**config.mk**
```make
export PLATFORM = sky130hd
export DESIGN_NAME = scancode_set1_decoder_fifo_unit
export DESIGN_NICKNAME = d
export VERILOG_FILES = /design/src/hdl/scd_pkg.sv /design/src/hdl/scd_front.sv /design/src/hdl/scd_queue.sv /design/src/hdl/scd_back.sv /design/src/hdl/scancode_set1_decoder_fifo_unit.sv
export SDC_FILE = /design/constraint.sdc
export NUM_CORES = 2
export LEC_CHECK = 0
export ABC_AREA = 1
export BUFFER_PORTS_ARGS = -buffer_cell sky130_fd_sc_hd__clkbuf_2
export CAP_MARGIN = 5
export CORE_MARGIN = 2
export CORE_UTILIZATION = 54
export CTS_CLUSTER_SIZE = 8
export DETAILED_ROUTE_END_ITERATION = 8
export PLACE_DENSITY = 0.68
export SLEW_MARGIN = 20
export SYNTH_ARGS = -nofsm -noshare
export SYNTH_HDL_FRONTEND = slang
export SYNTH_SLANG_ARGS = --single-unit
```
**constraint.sdc**
```tcl
create_clock -name clk_i -period 7.4 [get_ports clk_i]
set_input_delay 1.11 -clock clk_i [delete_from_list [all_inputs] [get_ports clk_i]]
set_output_delay 1.11 -clock clk_i [all_outputs]
set_load 0.05 [all_outputs]
```
**src/hdl/scd_pkg.sv**
```systemverilog
`default_nettype none

package scd_pkg;

  localparam int FIFO_DEPTH  = 128;
  localparam int MAP_ENTRIES = 256;
  localparam int QUEUE_DEPTH = 2;

  localparam int PTR_W     = $clog2(FIFO_DEPTH);
  localparam int CNT_W     = $clog2(FIFO_DEPTH + 1);
  localparam int MAP_IDX_W = $clog2(MAP_ENTRIES);
  localparam int QPTR_W    = $clog2(QUEUE_DEPTH);
  localparam int QCNT_W    = $clog2(QUEUE_DEPTH + 1);

  // Prefix bytes and the codes that follow an E0 prefix.
  localparam logic [7:0] CODE_E1       = 8'he1;
  localparam logic [7:0] CODE_E0       = 8'he0;
  localparam logic [7:0] CODE_CTRL     = 8'h1d;
  localparam logic [7:0] CODE_CTRL_BRK = 8'h9d;
  localparam logic [7:0] CODE_ALT      = 8'h38;
  localparam logic [7:0] CODE_ALT_BRK  = 8'hb8;

  // Key numbers with the break bit removed.
  localparam logic [6:0] KEY_SHIFT_L = 7'h2a;
  localparam logic [6:0] KEY_SHIFT_R = 7'h36;
  localparam logic [6:0] KEY_CTRL    = 7'h1d;
  localparam logic [6:0] KEY_ALT     = 7'h38;

  localparam logic [2:0] SKIP_COUNT = 3'd5;

  // Bit positions in the modifier word.
  localparam int MOD_SHIFT_L = 0;
  localparam int MOD_SHIFT_R = 1;
  localparam int MOD_CTRL_L  = 2;
  localparam int MOD_CTRL_R  = 3;
  localparam int MOD_ALT_L   = 4;
  localparam int MOD_ALT_R   = 5;

  typedef enum logic [1:0] {
    ACT_SCAN = 2'd0,
    ACT_POP  = 2'd1,
    ACT_MAP  = 2'd2,
    ACT_NOP  = 2'd3
  } action_e;

  typedef enum logic [1:0] {
    PFX_NONE = 2'd0,
    PFX_E0   = 2'd1,
    PFX_E1   = 2'd2
  } prefix_e;

  // Decoded item handed from the front to the back.
  typedef struct packed {
    action_e    act;
    logic       lookup;
    logic [7:0] key;
    logic [5:0] mods;
  } scd_item_t;

endpackage

`default_nettype wire

```
**src/hdl/scd_front.sv**
```systemverilog
`default_nettype none

module scd_front
  import scd_pkg::*;
(
  input  wire logic       clk_i,
  input  wire logic       rst_ni,
  input  wire logic       in_valid_i,
  output logic            in_stall_o,
  input  wire logic [1:0] action_i,
  input  wire logic [7:0] scan_code_i,
  input  wire logic [7:0] map_index_i,
  input  wire logic [7:0] map_value_i,
  output logic            item_valid_o,
  output scd_item_t       item_o,
  input  wire logic       item_ready_i
);

  logic [7:0] key_table [MAP_ENTRIES];

  prefix_e    pfx_q, pfx_d;
  logic [2:0] skip_q, skip_d;
  logic [5:0] mods_q, mods_d;

  logic       s1_valid_q, s1_valid_d;
  action_e    s1_act_q;
  logic       s1_lookup_q;
  logic [5:0] s1_mods_q;
  logic [7:0] s1_key_q;

  logic       accept;
  action_e    act;
  logic       is_scan;
  logic       is_prefix;
  logic       make;
  logic [6:0] low;
  logic [2:0] skip_dec;
  logic       lookup;
  logic [MAP_IDX_W-1:0] map_rd_idx;

  assign act        = action_e'(action_i);
  assign in_stall_o = s1_valid_q && !item_ready_i;
  assign accept     = in_valid_i && !in_stall_o;
  assign is_scan    = (act == ACT_SCAN);
  assign is_prefix  = (scan_code_i == CODE_E1) || (scan_code_i == CODE_E0);
  assign make       = !scan_code_i[7];
  assign low        = scan_code_i[6:0];
  assign skip_dec   = skip_q - 3'd1;
  assign map_rd_idx = MAP_IDX_W'({low, mods_q[MOD_SHIFT_L] | mods_q[MOD_SHIFT_R]});

  // Prefix state: E1 and E0 always win over a pending prefix.
  always_comb begin
    pfx_d  = pfx_q;
    skip_d = skip_q;
    if (accept && is_scan) begin
      priority if (scan_code_i == CODE_E1) begin
        pfx_d  = PFX_E1;
        skip_d = SKIP_COUNT;
      end else if (scan_code_i == CODE_E0) begin
        pfx_d = PFX_E0;
      end else if (pfx_q == PFX_E1) begin
        skip_d = skip_dec;
        if (skip_dec == 3'd0) begin
          pfx_d = PFX_NONE;
        end
      end else begin
        pfx_d = PFX_NONE;
      end
    end
  end

  // Modifier updates and the keymap lookup decision.
  always_comb begin
    mods_d = mods_q;
    lookup = 1'b0;
    if (is_scan && !is_prefix) begin
      unique case (pfx_q)
        PFX_E1: begin
        end
        PFX_E0: begin
          priority if (scan_code_i == CODE_CTRL) begin
            mods_d[MOD_CTRL_R] = 1'b1;
          end else if (scan_code_i == CODE_CTRL_BRK) begin
            mods_d[MOD_CTRL_R] = 1'b0;
          end else if (scan_code_i == CODE_ALT) begin
            mods_d[MOD_ALT_R] = 1'b1;
          end else if (scan_code_i == CODE_ALT_BRK) begin
            mods_d[MOD_ALT_R] = 1'b0;
          end else begin
            // Any other byte after E0 only consumes the prefix.
          end
        end
        default: begin
          priority if (low == KEY_SHIFT_L) begin
            mods_d[MOD_SHIFT_L] = make;
          end else if (low == KEY_SHIFT_R) begin
            mods_d[MOD_SHIFT_R] = make;
          end else if (low == KEY_CTRL) begin
            mods_d[MOD_CTRL_L] = make;
          end else if (low == KEY_ALT) begin
            mods_d[MOD_ALT_L] = make;
          end else begin
            lookup = make;
          end
        end
      endcase
    end
  end

  always_comb begin
    s1_valid_d = s1_valid_q;
    if (accept) begin
      s1_valid_d = 1'b1;
    end else if (item_ready_i) begin
      s1_valid_d = 1'b0;
    end
  end

  always_ff @(posedge clk_i or negedge rst_ni) begin
    if (!rst_ni) begin
      pfx_q      <= PFX_NONE;
      skip_q     <= 3'd0;
      mods_q     <= 6'd0;
      s1_valid_q <= 1'b0;
    end else begin
      pfx_q      <= pfx_d;
      skip_q     <= skip_d;
      s1_valid_q <= s1_valid_d;
      if (accept) begin
        mods_q <= mods_d;
      end
    end
  end

  always_ff @(posedge clk_i) begin
    if (accept) begin
      s1_act_q    <= act;
      s1_lookup_q <= lookup;
      s1_mods_q   <= mods_d;
    end
  end

  // Keymap: one write port, one registered read port.
  always_ff @(posedge clk_i) begin
    if (accept && (act == ACT_MAP)) begin
      key_table[MAP_IDX_W'(map_index_i)] <= map_value_i;
    end
    if (accept) begin
      s1_key_q <= key_table[map_rd_idx];
    end
  end

  assign item_valid_o  = s1_valid_q;
  assign item_o.act    = s1_act_q;
  assign item_o.lookup = s1_lookup_q;
  assign item_o.key    = s1_key_q;
  assign item_o.mods   = s1_mods_q;

endmodule

`default_nettype wire

```
**src/hdl/scd_queue.sv**
```systemverilog
`default_nettype none

module scd_queue
  import scd_pkg::*;
(
  input  wire logic       clk_i,
  input  wire logic       rst_ni,
  input  wire logic       push_i,
  input  wire scd_item_t  push_item_i,
  output logic            ready_o,
  output logic            valid_o,
  output scd_item_t       item_o,
  input  wire logic       pop_i
);

  scd_item_t entry_q [QUEUE_DEPTH];

  logic [QPTR_W-1:0] wr_ptr_q, wr_ptr_d;
  logic [QPTR_W-1:0] rd_ptr_q, rd_ptr_d;
  logic [QCNT_W-1:0] count_q, count_d;
  logic              do_push;
  logic              do_pop;

  assign ready_o = (count_q != QCNT_W'(QUEUE_DEPTH));
  assign valid_o = (count_q != '0);
  assign item_o  = entry_q[rd_ptr_q];
  assign do_push = push_i && ready_o;
  assign do_pop  = pop_i && valid_o;

  always_comb begin
    wr_ptr_d = wr_ptr_q;
    rd_ptr_d = rd_ptr_q;
    count_d  = count_q;
    if (do_push) begin
      wr_ptr_d = (wr_ptr_q == QPTR_W'(QUEUE_DEPTH - 1)) ? '0 : wr_ptr_q + 1'b1;
    end
    if (do_pop) begin
      rd_ptr_d = (rd_ptr_q == QPTR_W'(QUEUE_DEPTH - 1)) ? '0 : rd_ptr_q + 1'b1;
    end
    if (do_push && !do_pop) begin
      count_d = count_q + 1'b1;
    end else if (do_pop && !do_push) begin
      count_d = count_q - 1'b1;
    end
  end

  always_ff @(posedge clk_i or negedge rst_ni) begin
    if (!rst_ni) begin
      wr_ptr_q <= '0;
      rd_ptr_q <= '0;
      count_q  <= '0;
    end else begin
      wr_ptr_q <= wr_ptr_d;
      rd_ptr_q <= rd_ptr_d;
      count_q  <= count_d;
    end
  end

  always_ff @(posedge clk_i) begin
    if (do_push) begin
      entry_q[wr_ptr_q] <= push_item_i;
    end
  end

endmodule

`default_nettype wire

```
**src/hdl/scd_back.sv**
```systemverilog
`default_nettype none

module scd_back
  import scd_pkg::*;
(
  input  wire logic       clk_i,
  input  wire logic       rst_ni,
  input  wire logic       item_valid_i,
  input  wire scd_item_t  item_i,
  output logic            item_pop_o,
  output logic            out_valid_o,
  input  wire logic       out_stall_i,
  output logic            char_valid_o,
  output logic [7:0]      char_value_o,
  output logic            char_queued_o,
  output logic            char_dropped_o,
  output logic [7:0]      fill_level_o,
  output logic [5:0]      modifier_flags_o
);

  logic [7:0] char_store [FIFO_DEPTH];

  logic [PTR_W-1:0] rd_ptr_q, rd_ptr_d;
  logic [PTR_W-1:0] wr_ptr_q, wr_ptr_d;
  logic [CNT_W-1:0] count_q, count_d;
  logic             out_valid_q, out_valid_d;

  logic       char_valid_q;
  logic [7:0] char_data_q;
  logic       queued_q;
  logic       dropped_q;
  logic [7:0] fill_q;
  logic [5:0] mods_q;

  logic go;
  logic has_char;
  logic full;
  logic push;
  logic drop;
  logic pop;

  assign go       = item_valid_i && (!out_valid_q || !out_stall_i);
  assign has_char = (item_i.act == ACT_SCAN) && item_i.lookup && (item_i.key != 8'd0);
  assign full     = (count_q == CNT_W'(FIFO_DEPTH));
  assign push     = go && has_char && !full;
  assign drop     = go && has_char && full;
  assign pop      = go && (item_i.act == ACT_POP) && (count_q != '0);

  assign item_pop_o = go;

  always_comb begin
    rd_ptr_d = rd_ptr_q;
    wr_ptr_d = wr_ptr_q;
    count_d  = count_q;
    if (push) begin
      wr_ptr_d = (wr_ptr_q == PTR_W'(FIFO_DEPTH - 1)) ? '0 : wr_ptr_q + 1'b1;
      count_d  = count_q + 1'b1;
    end
    if (pop) begin
      rd_ptr_d = (rd_ptr_q == PTR_W'(FIFO_DEPTH - 1)) ? '0 : rd_ptr_q + 1'b1;
      count_d  = count_q - 1'b1;
    end
  end

  always_comb begin
    out_valid_d = out_valid_q;
    if (go) begin
      out_valid_d = 1'b1;
    end else if (!out_stall_i) begin
      out_valid_d = 1'b0;
    end
  end

  always_ff @(posedge clk_i or negedge rst_ni) begin
    if (!rst_ni) begin
      rd_ptr_q    <= '0;
      wr_ptr_q    <= '0;
      count_q     <= '0;
      out_valid_q <= 1'b0;
    end else begin
      rd_ptr_q    <= rd_ptr_d;
      wr_ptr_q    <= wr_ptr_d;
      count_q     <= count_d;
      out_valid_q <= out_valid_d;
    end
  end

  // Character storage; the read data lands straight in the output register.
  always_ff @(posedge clk_i) begin
    if (push) begin
      char_store[wr_ptr_q] <= item_i.key;
    end
    if (pop) begin
      char_data_q <= char_store[rd_ptr_q];
    end
  end

  always_ff @(posedge clk_i) begin
    if (go) begin
      char_valid_q <= pop;
      queued_q     <= push;
      dropped_q    <= drop;
      fill_q       <= 8'(count_d);
      mods_q       <= item_i.mods;
    end
  end

  assign out_valid_o      = out_valid_q;
  assign char_valid_o     = char_valid_q;
  assign char_value_o     = char_valid_q ? char_data_q : 8'd0;
  assign char_queued_o    = queued_q;
  assign char_dropped_o   = dropped_q;
  assign fill_level_o     = fill_q;
  assign modifier_flags_o = mods_q;

endmodule

`default_nettype wire

```
**src/hdl/scancode_set1_decoder_fifo_unit.sv**
```systemverilog
// Path: the front registers an accepted item, the queue stores it, the back registers the result.
// Throughput: one item per cycle unless stalled; the front decodes and reads the keymap, the back
// owns the character storage, and a two-entry queue between them lets each side stall on its own.
// Reset: asynchronous, active low; clears prefix, modifiers, pointers and counts. The keymap
// and the character storage keep their contents and are not cleared.
`default_nettype none

module scancode_set1_decoder_fifo_unit
  import scd_pkg::*;
(
  input  wire logic       clk_i,
  input  wire logic       rst_ni,
  input  wire logic       in_valid_i,
  output logic            in_stall_o,
  input  wire logic [1:0] action_i,
  input  wire logic [7:0] scan_code_i,
  input  wire logic [7:0] map_index_i,
  input  wire logic [7:0] map_value_i,
  output logic            out_valid_o,
  input  wire logic       out_stall_i,
  output logic            char_valid_o,
  output logic [7:0]      char_value_o,
  output logic            char_queued_o,
  output logic            char_dropped_o,
  output logic [7:0]      fill_level_o,
  output logic [5:0]      modifier_flags_o
);

  logic      front_valid;
  scd_item_t front_item;
  logic      queue_ready;
  logic      queue_valid;
  scd_item_t queue_item;
  logic      queue_pop;

  scd_front u_front (
    .clk_i        (clk_i),
    .rst_ni       (rst_ni),
    .in_valid_i   (in_valid_i),
    .in_stall_o   (in_stall_o),
    .action_i     (action_i),
    .scan_code_i  (scan_code_i),
    .map_index_i  (map_index_i),
    .map_value_i  (map_value_i),
    .item_valid_o (front_valid),
    .item_o       (front_item),
    .item_ready_i (queue_ready)
  );

  scd_queue u_queue (
    .clk_i       (clk_i),
    .rst_ni      (rst_ni),
    .push_i      (front_valid),
    .push_item_i (front_item),
    .ready_o     (queue_ready),
    .valid_o     (queue_valid),
    .item_o      (queue_item),
    .pop_i       (queue_pop)
  );

  scd_back u_back (
    .clk_i            (clk_i),
    .rst_ni           (rst_ni),
    .item_valid_i     (queue_valid),
    .item_i           (queue_item),
    .item_pop_o       (queue_pop),
    .out_valid_o      (out_valid_o),
    .out_stall_i      (out_stall_i),
    .char_valid_o     (char_valid_o),
    .char_value_o     (char_value_o),
    .char_queued_o    (char_queued_o),
    .char_dropped_o   (char_dropped_o),
    .fill_level_o     (fill_level_o),
    .modifier_flags_o (modifier_flags_o)
  );

endmodule

`default_nettype wire

```
## After elaboration in Yosys (flattened, before gate mapping)

Memories as Yosys holds them, arrays and structs flattened. A register that Yosys moved wholly into a read port is not among the register bits.
Index checks and enable logic that the tools add are counted.

- Add/sub/neg operators: 9
- Equal/unequal tests: 21
- Muxes and demuxes: 46
- Bitwise gates (word level): 2
- Reduce and logical (&&, ||, !) cells: 41

Operators with widths:

| cell | count |
|---|---|
| equality test 8 bit (second input constant) | 5 |
| two-way mux 1 bit | 29 |
| two-way mux 8 bit | 3 |
| equality test 7 x 6 -> 1 bit (second input constant) | 3 |
| logical AND 1 bit | 17 |
| nonzero test 8 bit | 2 |
| adder 7 x 1 -> 7 bit (second input constant) | 2 |
| equality test 7 bit (second input constant) | 2 |
| two-way mux 2 bit | 7 |
| two-way mux 7 bit | 2 |
| two-way mux 3 bit | 4 |
| zero test 1 bit | 9 |
| adder 8 x 1 -> 8 bit (second input constant) | 1 |
| equality test 8 x 5 -> 1 bit (second input constant) | 1 |
| equality test 8 x 6 -> 1 bit (second input constant) | 1 |
| nonzero test 2 bit | 4 |
| subtractor 8 x 1 -> 8 bit (second input constant) | 1 |
| equality test 7 x 5 -> 1 bit (second input constant) | 1 |
| OR reduction 7 bit | 1 |
| two-way mux 6 bit | 1 |
| equality test 2 x 1 -> 1 bit (second input constant) | 2 |
| equality test 2 bit (second input constant) | 2 |
| zero test 2 bit | 2 |
| inequality test 2 x 1 -> 1 bit (second input constant) | 2 |
| 13 further kinds | 15 |

- Bits in registers: 65
- Memory bits (writable): 3,106
- Output and inout bits: 27
- Memories: 3

Memory list:

| name | words | bits a word | rd ports | clocked after memory_dff | wr ports | RTL line | RTL |
|---|---|---|---|---|---|---|---|
| u_front.key_table | 256 | 8 | 1 | 1 | 1 | scd_front.sv:19 | `logic [7:0] key_table [MAP_ENTRIES];` |
| u_back.char_store | 128 | 8 | 1 | 1 | 1 | scd_back.sv:21 | `logic [7:0] char_store [FIFO_DEPTH];` |
| u_queue.entry_q | 2 | 17 | 1 | 0 | 1 | scd_queue.sv:16 | `scd_item_t entry_q [QUEUE_DEPTH];` |

## Depth between registers and ports, before layout

- Word-level depth: 8
- Gate-level depth with buffers: 18
- Depth with buffers taken out: 15

## Cells and area by module

A second synthesis with hierarchy kept.

- Cell total of the unflattened synthesis: 13,080
- Area total of the unflattened synthesis: 136,365.8 µm²

By module, submodules not included:

| module | times used | cells each | area each (µm²) | sequential area each (µm²) |
|---|---|---|---|---|
| scd_front | 1 | 8,580 | 89,125.5 | 62,309.8 |
| scd_back | 1 | 4,383 | 45,720.1 | 32,075.8 |
| scd_queue | 1 | 117 | 1,520.2 | 1,121.1 |

## Worst setup path before layout

Ideal clock, no wire load.

- Path type: register to register
- Start: register u_queue.rd_ptr_q
- End: memory u_back.char_store[31][0], enable pin
- Arrival time: 3.668 ns
- Required time: 7.017 ns
- Setup slack: 3.349 ns
- Stages on the path, launching flop included: 12
- Cells stage by stage: dfrtp_1 buf_4 inv_4 nand2_1 nand2_1 nor4_1 nand2_1 nand2_1 nor2_2 buf_6 nand4_1 nor3_1

RTL lines:

| element | RTL line | RTL |
|---|---|---|
| from (decl) | scd_queue.sv:19 | `logic [QPTR_W-1:0] rd_ptr_q, rd_ptr_d;` |
| from (signal assigned) | scd_queue.sv:54 | `rd_ptr_q <= rd_ptr_d;` |
| to (decl) | scd_back.sv:21 |  |

## Worst setup path after layout

- Start: register u_front.mods_q[1]
- End: register u_front.s1_key_q[5] (read register of u_front.key_table) (data pin)

- Word-level cells in the longest chain between the ends: 1

RTL lines:

| element | RTL line | RTL |
|---|---|---|
| from (decl) | scd_front.sv:23 | `logic [5:0] mods_q, mods_d;` |
| from (signal assigned) | scd_front.sv:130 | `mods_q <= mods_d;` |
| bitwise OR 1 bit | scd_front.sv:49 | `assign map_rd_idx = MAP_IDX_W'({low, mods_q[MOD_SHIFT_L] \| mods_q[MOD_SHIFT_R]});` |
| to (decl) | scd_front.sv:29 | `logic [7:0] s1_key_q;` |

Every way passes these cells.
A chain may end at the register's enable or synchronous reset.

==> impl_metrics.env <==
export IMPL_p_total_mw=53.3
export IMPL_cpLargestDelayFamily="simple AND/OR/NAND/NOR gates"
export IMPL_routed_wl_mm=365
export IMPL_synth_edf_count=3148
export IMPL_synthTopCellsByArea="edfxtp_1 (71%), nand2_1 (7.5%), nor2_1 (4.5%)"
export IMPL_num_rows=182
export IMPL_io_pins=57
export IMPL_synth_top_area_share=0.709
export IMPL_fin_crit_sh=0.621
export IMPL_cts_sinks=3187
export IMPL_drt_iter0_drc=11263
export IMPL_start_util=0.543
export IMPL_status="finished clean"
export IMPL_drv_slew=0
export IMPL_path_clk_slew_ns=0.05
export IMPL_ys_flop_type="edfxtp_1"
export IMPL_cp_cell_sequence="nor2_4 > buf_4 > buf_4 > nand2_1 > nand3_1 > nand2_1 > o21ai_0 > nand2_1 > o21ai_0 > nand3_1 > nor2_1 > nor2_1"
export IMPL_ant_nets=0
export IMPL_die_w_um=501
export IMPL_totalNegativeSetupSlack_ns=0
export IMPL_p_per_area_mw_per_mm2=360
export IMPL_die_y_um=501
export IMPL_syn_nets=12106
export IMPL_cp_arrival_ns=5.29
export IMPL_crit_path_end_kind="flop"
export IMPL_die_area_mm2=0.251
export IMPL_grt_pass1_wl_mm=539
export IMPL_drc_errors=0
export IMPL_drive_gt1_frac=0.0578
export IMPL_routedWlPerCell_um=23.7
export IMPL_synth_cell_types=44
export IMPL_ctsHoldBuffers=0
export IMPL_post_cts_setup_buffer_count=0
export IMPL_drtPass1Iterations=6
export IMPL_peakVddDrop_mv=0.315
export IMPL_cts_max_level=5
export IMPL_hp_class="primary input to async pin"
export IMPL_cts_buffers_inserted=449
export IMPL_yosysSeqAreaShare=0.716
export IMPL_rsz0062_at_grt="no"
export IMPL_ys_warn_count=0
export IMPL_antenna_found_initial=9
export IMPL_start_kind="flop"
export IMPL_cp_common_cell="nand2_1"
export IMPL_crit_fanout=53
export IMPL_ctsLongestPathBuffers=4
export IMPL_routed_via_count=89529
export IMPL_core_area_mm2=0.246
export IMPL_gp_congestion=0.930
export IMPL_port_buffers=56
export IMPL_avgSynthCellArea_um2=11.1
export IMPL_worst_setup_path_type="flop to flop"
export IMPL_dp_hpwl_mm=207
export IMPL_cp_slowest_cell="nor2_4"
export IMPL_final_setup_viol_count=0
export IMPL_fin_worst_skew_ns=0.165
export IMPL_overflow=0
export IMPL_grt_pass1_vias=85438
export IMPL_cts_tree="done"
export IMPL_cpPeakStageDelay_ns=0.78
export IMPL_area_growth_pct=11.1
export IMPL_cap_violations=0
export IMPL_synthesis_area_mm2=0.133
export IMPL_synthCells=12066
export IMPL_crit_buf_inv=2
export IMPL_cts_root_buf="clkbuf_16"
export IMPL_clk_latency_ns=1.05
export IMPL_yosysTopAreaCell="edfxtp_1"
export IMPL_worstPathRequired_ns=8.10
export IMPL_max_freq_mhz=218
export IMPL_worstMarginPinSlew_ns=1.26
export IMPL_vias_per_cell=5.82
export IMPL_layout_min_cycle_time_ns=4.59
export IMPL_grt_max_degree=218
export IMPL_fillers=19052
export IMPL_hold_viol_final=0
export IMPL_cts_resized=0
export IMPL_layout_common_cells="edfxtp_1 (3,148), nand2_1 (2,662), nor2_1 (1,595), inv_1 (1,557), o21ai_0 (984)"
export IMPL_postSynth_asyncResetShare=0.0122
export IMPL_grt_usage=0.286
export IMPL_leakage_nw=56.6
export IMPL_nNetsFinal=12091
export IMPL_final_common_cell="edfxtp_1"
export IMPL_ys_ff_latch=3187
export IMPL_slew_headroom=0.155
area by class of cell:
cell class              instances  area [µm²]  share of cell area
flip-flops and latches       3187       95500               0.645
multi-input cells            6652       29200               0.197
clock buffers                 533       11600              0.0784
inverters                    1588        6000              0.0405
well taps                    3220        4030              0.0272
repair buffers                173        1550              0.0105
clock inverters                15         230             0.00155
diodes                          8        20.0            0.000135
metrics by stage:
stage	hold WS, ns	cell area, µm²	utilization	std cells	worst slack [ns]
final	0.164	148000	0.603	15376	2.81
after CTS	0.117	148000	0.603	15367	2.81
after global routing	0.184	148000	0.603	15369	2.51
after floorplan	0.421	133000	-	12066	3.35
after global placement	0.426	136000	0.555	14818	2.01
after detailed placement	0.429	136000	0.555	14819	2.04
state kept, by name (all words and copies together) (netlist names), 2 cells and up:
register                 cells
u_front.s1_key_q             8
u_front.s1_act_q             2
u_back.count_q               8
u_front.skip_q               3
u_front.key_table         2048
u_queue.entry_q             34
u_back.rd_ptr_q              7
u_queue.count_q              2
u_back.char_data_q           8
u_back.char_store         1024
u_back.wr_ptr_q              7
u_front.pfx_q                2
u_back.fill_level_o          8
u_front.s1_mods_q            6
u_back.modifier_flags_o      6
u_front.mods_q               6
report_power, final:
part | switching, mW | internal [mW] | total, mW
logic | 10.6 | 3.14 | 13.8
registers | 0.411 | 21.3 | 21.7
clock network | 7.09 | 10.8 | 17.9
total | 18.1 | 35.2 | 53.3
synthesized netlist by cell type, types with 2 or more instances:
master       n
edfxtp_1  3148
nand2_1   2671
nor2_1    1598
inv_1     1564
o21ai_0    984
nand3_1    732
buf_2      305
clkbuf_1   282
o211ai_1   196
o22ai_1    156
a21oi_1    104
nand4_1    103
buf_1       41
dfrtp_1     39
nor3_1      19
xor2_1      19
clkinv_1    17
o221ai_1    13
or2_2       13
ha_1        10
buf_4        8
nand2_2      6
inv_2        5
o21ai_1      4
buf_6        3
nor4_1       3
xnor2_1      3
a31oi_1      2
inv_4        2
nand3b_1     2
path summary, 6_finish.rpt:
path / from / end / slack [ns] / cells after the start
min in group clk_i: action_i[1] / u_front.s1_act_q[1] / 0.35 / 1
hold / removal: rst_ni / u_back.wr_ptr_q[4] / 0.16 / 2
max in group asynchronous: rst_ni / u_back.rd_ptr_q[1] / 6.70 / 2
setup reg to reg: u_front.mods_q[1] / u_front.s1_key_q[5] / 2.81 / 12
hold reg to reg: u_front.s1_mods_q[4] / u_queue.entry_q[1][4] / 0.44 / 0
setup / recovery: u_front.mods_q[1] / u_front.s1_key_q[5] / 2.81 / 12
metal layers:
metal / up-vias / global-route usage / wire (µm)
li1: 40272 / - / -
met1: 43143 / 0.381 / 140000
met2: 5157 / 0.455 / 171000
met3: 945 / 0.0549 / 36200
met4: 12 / 0.135 / 17800
met5: - / 0 / 66
cell families (layout without fill, tap and decap cells):
group                      count (synthesis)  in the layout  synth area share
adders and majority gates                 10             10          0.000938
and+or+nand+nor                         5155           5155             0.155
other                                      0              8                 0
muxes                                      1              1         0.0000751
buffers and inverters                   2227           2309            0.0660
DFF                                     3187           3187             0.716
xor gates and xnor gates                  22             22           0.00144
AOI/OAI and AO/OA                       1464           1464            0.0606
Note: power is estimated with default switching activity, not from simulation.
